==> src/rtl/core/fse_pkg.sv <==
// Shared constants, types and table functions of the Fourier series evaluator.
`default_nettype none
package fse_pkg;

   localparam int MAX_DIMS        = 4;
   localparam int MAX_HARMONICS   = 64;
   localparam int SINE_TABLE_BITS = 10;

   localparam int DIM_W     = $clog2(MAX_DIMS);
   localparam int HARM_W    = $clog2(MAX_HARMONICS);
   localparam int ADDR_W    = DIM_W + HARM_W;
   localparam int RAM_DEPTH = MAX_DIMS * MAX_HARMONICS;
   localparam int DCNT_W    = $clog2(MAX_DIMS + 1);
   localparam int HCNT_W    = $clog2(MAX_HARMONICS + 1);
   localparam int COEF_W    = 32;

   localparam int ROM_QUARTER = 1 << (SINE_TABLE_BITS - 2);

   localparam logic [63:0] TWO_PI_Q30 = 64'd6746518852;
   localparam logic [31:0] TWO_PI_Q29 = 32'd3373259426;
   localparam logic [63:0] ONE_Q30    = 64'd1 << 30;

   // divider geometry
   localparam int QUOT_W = 34;
   localparam int REM_W  = 60;
   localparam int STEP_W = 6;
   localparam logic [STEP_W-1:0] STEPS_MOD  = STEP_W'(32);
   localparam logic [STEP_W-1:0] STEPS_IDX  = STEP_W'(SINE_TABLE_BITS + 1);
   localparam logic [STEP_W-1:0] STEPS_RATE = STEP_W'(QUOT_W);
   localparam int IDXN_W = 31 + SINE_TABLE_BITS + 1;

   // derivative term cap, 2^33
   localparam logic [QUOT_W-1:0] TERM_CAP = QUOT_W'(64'd1 << 33);

   localparam logic signed [65:0] SAT_MAX = 66'sh0_7FFF_FFFF;
   localparam logic signed [65:0] SAT_MIN = -66'sh0_8000_0000;

   typedef enum logic [1:0] {
      REQ_LOAD_TREND = 2'd0,
      REQ_LOAD_HARM  = 2'd1,
      REQ_EVAL       = 2'd2
   } req_code_type;

   typedef enum logic [2:0] {
      CSR_RAMP_MODE      = 3'd0,
      CSR_START_TIME     = 3'd1,
      CSR_PERIOD         = 3'd2,
      CSR_HARMONIC_COUNT = 3'd3,
      CSR_DIM_COUNT      = 3'd4
   } csr_index_type;

   typedef enum logic [4:0] {
      ST_IDLE, ST_TIME, ST_TMOD, ST_DIM, ST_TREND, ST_HARM, ST_IDX, ST_MUL,
      ST_SUM, ST_RMUL, ST_RPART, ST_RJOIN, ST_RCHK, ST_RDIV, ST_RACC, ST_NEXT,
      ST_OUT
   } state_type;

   typedef struct packed {
      logic              start;
      logic [STEP_W-1:0] steps;
      logic [REM_W-1:0]  rinit;
      logic [QUOT_W-1:0] low;
      logic [REM_W-1:0]  divisor;
   } div_req_type;

   typedef struct packed {
      logic              done;
      logic [QUOT_W-1:0] quot;
      logic [REM_W-1:0]  rem;
   } div_rsp_type;

   typedef logic [16:0] qsine_type [ROM_QUARTER+1];

   // First-quadrant sine, Q16.16, from an 11th order Taylor series
   function automatic qsine_type build_qsine();
      qsine_type   tbl;
      logic [63:0] x;
      logic [63:0] x2;
      logic [63:0] tt;
      logic [63:0] s;
      for (int r = 0; r <= ROM_QUARTER; r++) begin
         x  = (64'(r) * TWO_PI_Q30) >> SINE_TABLE_BITS;
         x2 = (x * x) >> 30;
         tt = ONE_Q30 - x2 / 110;
         tt = ONE_Q30 - ((x2 * tt) >> 30) / 72;
         tt = ONE_Q30 - ((x2 * tt) >> 30) / 42;
         tt = ONE_Q30 - ((x2 * tt) >> 30) / 20;
         tt = ONE_Q30 - ((x2 * tt) >> 30) / 6;
         s  = (x * tt) >> 30;
         s  = (s + 64'd8192) >> 14;
         if (s > 64'd65536) begin
            s = 64'd65536;
         end
         tbl[r] = s[16:0];
      end
      return tbl;
   endfunction

   localparam qsine_type QSINE = build_qsine();

   // Full-turn sine from the quarter table
   function automatic logic signed [17:0] sine_lookup(input logic [SINE_TABLE_BITS-1:0] idx);
      logic [SINE_TABLE_BITS-2:0] ri;
      logic [16:0]                mag;
      ri = idx[SINE_TABLE_BITS-2]
         ? (SINE_TABLE_BITS-1)'(ROM_QUARTER) - {1'b0, idx[SINE_TABLE_BITS-3:0]}
         : {1'b0, idx[SINE_TABLE_BITS-3:0]};
      mag = QSINE[ri];
      return idx[SINE_TABLE_BITS-1] ? -$signed({1'b0, mag}) : $signed({1'b0, mag});
   endfunction

   function automatic logic signed [31:0] sat32(input logic signed [65:0] v);
      logic signed [65:0] c;
      c = v;
      if (v > SAT_MAX) begin
         c = SAT_MAX;
      end
      if (v < SAT_MIN) begin
         c = SAT_MIN;
      end
      return c[31:0];
   endfunction

endpackage
`default_nettype wire

==> src/rtl/core/fse_divider.sv <==
// Restoring divider, one quotient bit per cycle.
`default_nettype none
module fse_divider import fse_pkg::*; (
   input  wire logic        clock,
   input  wire logic        reset,
   input  wire div_req_type req,
   output      div_rsp_type rsp
);

   logic              busy_ff, busy_in;
   logic              done_ff, done_in;
   logic [STEP_W-1:0] cnt_ff, cnt_in;
   logic [REM_W-1:0]  rem_ff, rem_in;
   logic [QUOT_W-1:0] low_ff, low_in;
   logic [QUOT_W-1:0] quot_ff, quot_in;
   logic [REM_W-1:0]  div_ff, div_in;
   logic [REM_W:0]    trial;
   logic              fits;

   // shift in the next dividend bit and try a subtract
   always_comb begin
      trial   = {rem_ff, low_ff[QUOT_W-1]};
      fits    = trial >= {1'b0, div_ff};
      busy_in = busy_ff;
      done_in = 1'b0;
      cnt_in  = cnt_ff;
      rem_in  = rem_ff;
      low_in  = low_ff;
      quot_in = quot_ff;
      div_in  = div_ff;
      if (req.start) begin
         busy_in = 1'b1;
         cnt_in  = req.steps;
         rem_in  = req.rinit;
         low_in  = req.low;
         quot_in = '0;
         div_in  = req.divisor;
      end else if (busy_ff) begin
         rem_in  = fits ? REM_W'(trial - {1'b0, div_ff}) : REM_W'(trial);
         low_in  = {low_ff[QUOT_W-2:0], 1'b0};
         quot_in = {quot_ff[QUOT_W-2:0], fits};
         cnt_in  = cnt_ff - STEP_W'(1);
         if (cnt_ff == STEP_W'(1)) begin
            busy_in = 1'b0;
            done_in = 1'b1;
         end
      end
   end

   always_ff @(posedge clock) begin
      if (reset) begin
         busy_ff <= 1'b0;
         done_ff <= 1'b0;
      end else begin
         busy_ff <= busy_in;
         done_ff <= done_in;
      end
   end

   always_ff @(posedge clock) begin
      cnt_ff  <= cnt_in;
      rem_ff  <= rem_in;
      low_ff  <= low_in;
      quot_ff <= quot_in;
      div_ff  <= div_in;
   end

   assign rsp.done = done_ff;
   assign rsp.quot = quot_ff;
   assign rsp.rem  = rem_ff;

endmodule
`default_nettype wire

==> config.mk <==
export PLATFORM = sky130hd
export DESIGN_NAME = fse_divider
export DESIGN_NICKNAME = d
export VERILOG_FILES = /design/src/rtl/core/fse_pkg.sv /design/src/rtl/core/fse_divider.sv
export SDC_FILE = /design/constraint.sdc
export NUM_CORES = 1
export LEC_CHECK = 0
export BUFFER_PORTS_ARGS = -buffer_cell sky130_fd_sc_hd__clkbuf_2
export CAP_MARGIN = 20
export CORE_AREA = 2 2 149 151
export CTS_CLUSTER_DIAMETER = 60
export DETAILED_ROUTE_END_ITERATION = 10
export DIE_AREA = 0 0 151 153
export PLACE_DENSITY = 0.81
export RECOVER_POWER = 25
export SLEW_MARGIN = 10
export SYNTH_ARGS = -nofsm -noshare
export SYNTH_HDL_FRONTEND = slang
export SYNTH_SLANG_ARGS = --single-unit
export TNS_END_PERCENT = 100
==> constraint.sdc <==
create_clock -name clock -period 4.1 [get_ports clock]
set_input_delay 1.23 -clock clock [delete_from_list [all_inputs] [get_ports clock]]
set_output_delay 1.23 -clock clock [all_outputs]
set_load 0.1 [all_outputs]
Word level (Yosys, flattened, before mapping)
Cells that the tools add are included.
{"block": "totals", "in_bits": 163, "ff_bits": 196}
{"block": "classes", "n_mux": 11, "n_reduce_logical": 2, "magnitude_cmp": 1, "add_sub_neg": 2, "bitwise": 1, "eq_ne": 1}
{"op": "$mux 60", "count": 3}
{"op": "$mux 34", "count": 2}
{"op": "$ge 61x60->1", "count": 1}
{"op": "$sub 60x60->60", "count": 1}
{"op": "$mux 6", "count": 2}
{"op": "$eq 6x1->1 const B", "count": 1}
{"op": "$sub 6x1->6 const B", "count": 1}
{"op": "$mux 1", "count": 4}
{"op": "$reduce_or 3->1", "count": 1}
{"op": "$reduce_bool 2->1", "count": 1}
{"op": "$not 1->1", "count": 1}

Depth between registers and ports, before layout
{"block": "depth", "ltp_word": 4, "mapped_depth": 15}

Least setup slack after synthesis
No wires, ideal clock.
{"block": "synth_path", "kind": "reg-to-reg", "start": "register rem_ff[17]", "end": "register rem_ff[57], data pin", "path_buffers": 1, "setup_slack_ns": 0.295, "arrival_time_ns": 3.544, "t_required_ns": 3.839, "setup_ns": 0.261, "path_stages_with_launch": 12, "synth_period_minus_slack_ns": 3.805, "cell_sequence": "edfxtp_1 -> ha_1 -> a21o_1 -> nor2b_1 -> o41ai_2 -> a31oi_1 -> o31ai_2 -> nand3_2 -> a211oi_4 -> buf_2 -> nor2_1 -> a221o_1"}
{"block": "synth_via", "elab_chain_cells": 4, "elab_cells_between_ends": 5, "classes_between": "add/sub: 1; order compare: 1; mux: 3"}
{"element": "start: declaration", "line_no": "fse_divider.sv:13", "text": "logic [REM_W-1:0] rem_ff, rem_in;"}
{"element": "start signal: assignment", "line_no": "fse_divider.sv:62", "text": "rem_ff <= rem_in;"}
{"element": "$sub 60x60->60 or $ge 61x60->1 (tied branches)", "line_no": "fse_divider.sv:39, fse_divider.sv:23"}
{"element": "$mux 60 (*)", "line_no": "fse_divider.sv:39", "text": "rem_in = fits ? REM_W'(trial - {1'b0, div_ff}) : REM_W'(trial);"}
{"element": "$mux 60 (*)", "line_no": "fse_divider.sv:38", "text": "end else if (busy_ff) begin"}
{"element": "$mux 60 (*)", "line_no": "fse_divider.sv:31", "text": "if (req.start) begin"}
{"element": "net rem_in[57]", "line_no": "fse_divider.sv:13"}
Mark *: on every way through the listed nets, which the timed path passes. The rest lies on a longest branch. The select of a mux whose other input is x is not followed.
A chain may end at the register's enable or synchronous reset.

Worst setup path in the final report
{"block": "layout_path", "start": "input req[160] (netlist name)", "end": "register low_ff[16], data pin"}
{"block": "layout_via", "elab_chain_cells": 1}
{"element": "start: declaration", "line_no": "fse_divider.sv:6", "text": "input wire div_req_type req,"}
{"element": "$mux 34", "line_no": "fse_divider.sv:31"}
{"element": "net low_in[16]", "line_no": "fse_divider.sv:14", "text": "logic [QUOT_W-1:0] low_ff, low_in;"}
{"element": "end signal: assignment", "line_no": "fse_divider.sv:63", "text": "low_ff <= low_in;"}
{"element": "end: declaration", "line_no": "fse_divider.sv:14"}
The timed path passes the listed nets, and every way through them passes these cells.

==> qor.txt <==
Hold Path Sink = quot_ff[33]
Synth Instances = 1150
core area = 21500 sq um
Vias/cell = 5.77
final setup fails = 0
Residual DRC = 0
RD Place Congestion = 0.929
RR Startpoint = rem_ff[17]
CP Data Arrival Time = 3.97 ns
Rows = 54
Yosys top cell by area = edfxtp_1
Post-DP Area = 13200 sq um
global-route wire length before repair = 48600 um
number of synthesized flops with an enable pin = 160
io pins = 258
slew margin rel. = -75.2%
cell count of the worst reg-to-reg path = 12
# clock sinks = 196
CTS Buf Count = 17
Synth Area per Inst = 10.2 sq um
drt total wl = 30600 um
Pint = 4830 uW
final period utilization = 91.8%
Setup TNS = 0 ns
post-synthesis sequential area ratio = 47.3%
area delta synth->final = 18.7%
Die Height = 153 um
CTS Buffer Depth = 2
post-synth cell types = 62
Clock Skews = 0.0231 ns
logic gate share of total power = 50.4%
final hold vios = 0
Worst-Skew Late Latency = 0.46 ns
global-route usage over all layers = 26.6%
hold_sp = quot_ff[33]
root buffer cell = clkbuf_16
Post-DP HPWL = 22800 um
Mapped Area = 11700 sq um
clock power share = 19.9%
Worst Hold Depth = 2
Commonest cells post-synth = edfxtp_1 (160), a21oi_1 (93), nand2_1 (91)
RSZ-0062 raised after global routing = no
Crit Path Max Fanout = 57
vias = 9645
Worst R2R Setup Slack = 0.36 ns
Reg clk slew, reported paths = 0.08 ns
status = complete, but fails checks
ANT nets after route = 0
Slew @ Worst Pin = 2.63 ns
pwr dens = 669 nW/um^2
count leader, synth = edfxtp_1
Iteration-0 DRC Markers = 661
#FFs+latches synth = 196
NetSw = 4450 uW
Reg2Reg Capture Point = rem_ff[3]
I/O Buffers = 257
failing checks = capacitance limit, slew limit
pin count of the biggest net entering global routing = 60
top_reg_cell synth = edfxtp_1
initial antenna violation count = 0
# Max-Cap Violations = 3
Die Wd = 151 um
Synth warnings = 0
post-layout min period = 3.76 ns
Required @ worst endpoint = 4.30 ns
post-route cell area = 13900 sq um
hold crit path type = register to register
grt total ovfl = 0
Sw Ratio = 47.9%
top post-synthesis cells by area = edfxtp_1 (41%), ha_1 (6.6%), dfxtp_1 (6.2%), mux2_2 (5.4%), a21oi_1 (4.0%)
Final Max Tran Viols = 138
Initial Util = 54.4%
CP Launch Type = input pin
Leak Pwr = 0.00603 uW
layout cell share with drive strength beyond 1 = 26.0%
Synthesized Nets = 1376
maximum VDD drop = 0.000306 V
number of global-route vias before repair = 9543
iteration count of the initial detailed-routing pass = 5
Reg power frac = 29.7%
share of synthesized flip-flops with an asynchronous set or reset = 0%
final hold slack = 0.502 ns
CTS tree = yes
H-tree depth = 4
Final Net Count = 1603
crit path capture type = register
drt wl/cell = 18.3 um
Setup Crit Path Kind = input pin to register
Max Fclk = 266 MHz
Die ar. = 23100 sq um
top cell type's share of synthesized area = 41.1%
-- power groups by stage --
stage / clock, uW / combinational, uW / sequential [uW]
6_report: 1850 / 4680 / 2750
5_1_grt: 1940 / 5050 / 2790
4_1_cts: 1880 / 4640 / 2750
3_5_place_dp: 0 / 4610 / 2790
3_3_place_gp: 0 / 4550 / 2780
2_1_floorplan: 0 / 2360 / 4100
-- worst max-delay path: stages --
cell and delay [ns]:
buf_6 0.30, clkbuf_1 1.91, mux2_2 0.48
-- how the worst max path moves through the flow --
stage	start	endpoint	slack [ns]	cells past startpoint
after global routing	low_ff[33]	rem_ff[52]	0.001	14
after CTS	low_ff[33]	rem_ff[52]	0.21	14
after floorplan	rem_ff[17]	rem_ff[57]	0.29	11
after global placement	low_ff[33]	rem_ff[52]	0.35	14
final	req[160]	low_ff[16]	0.34	3
after detailed placement	low_ff[33]	rem_ff[52]	0.23	14
-- placed cells by master, fill, tap and decap left out, types with 7 or more instances in the layout --
cell	instances
a211oi_1	17
a21o_1	33
a21oi_1	93
a221o_1	7
a31oi_1	11
and3_1	15
clkbuf_1	8
clkbuf_16	17
clkbuf_2	251
dfxtp_1	35
edfxtp_1	160
ha_1	62
inv_1	82
inv_12	10
mux2_2	56
mux2i_1	35
nand2_1	91
nand3_1	18
nand4_1	22
nor2_1	86
nor3_1	14
nor4_1	7
o211ai_1	7
o21a_1	18
o21ai_0	79
o21bai_1	14
xnor2_1	30
xor2_1	26
-- kinds of logic after synthesis --
| logic type | Yosys count | synth area share [%] |
|---|---|---|
| AO/OA/AOI/OAI | 316 | 17.1 |
| buffers and inverters | 145 | 4.85 |
| flip-flops | 196 | 47.3 |
| AND/OR/NAND/NOR | 283 | 11.3 |
| adder cells (fa/ha/maj) | 63 | 6.81 |
| XOR/XNOR | 56 | 4.20 |
| multiplexers | 91 | 8.40 |
-- state kept, by name, summed over array words and instances, names as in the netlist --
register / flops
done_ff: 1
div_ff: 60
busy_ff: 1
rem_ff: 60
low_ff: 34
quot_ff: 34
cnt_ff: 6
-- timing repair --
item,in CTS,in global routing
hold endpoints to repair,0,0
gates resized for setup,0,2
endpoints found under the setup margin,0,3
hold buffers,0,0
setup buffers,0,0
-- layout make-up --
| class | count | area (sq um) |
|---|---|---|
| clock inverters | 15 | 224 |
| multi-input cells | 809 | 5610 |
| well taps | 280 | 350 |
| clock buffers | 17 | 425 |
| diodes | 1 | 2.50 |
| fillers | 1722 | 7620 |
| flip-flops and latches | 196 | 5530 |
| inverters | 83 | 312 |
| repair buffers | 270 | 1420 |
-- layer usage --
metal	global-route usage [%]	wire [um]
met1	33.5	12600
met2	45.2	14900
met3	7.37	2600
met4	6.81	512
met5	0	0
-- per-stage QoR --
stage / cells / setup slack (ns) / total power (uW) / utilization, %
floorplan: 1150 / 0.295 / 6460 / -
global placement: 1637 / 0.347 / 7330 / 61.4
detailed placement: 1637 / 0.229 / 7400 / 61.4
CTS: 1669 / 0.212 / 9270 / 64.5
global route: 1670 / 0.00107 / 9780 / 64.5
finish: 1671 / 0.336 / 9280 / 64.5
Note: power is estimated with default switching activity, not from simulation.
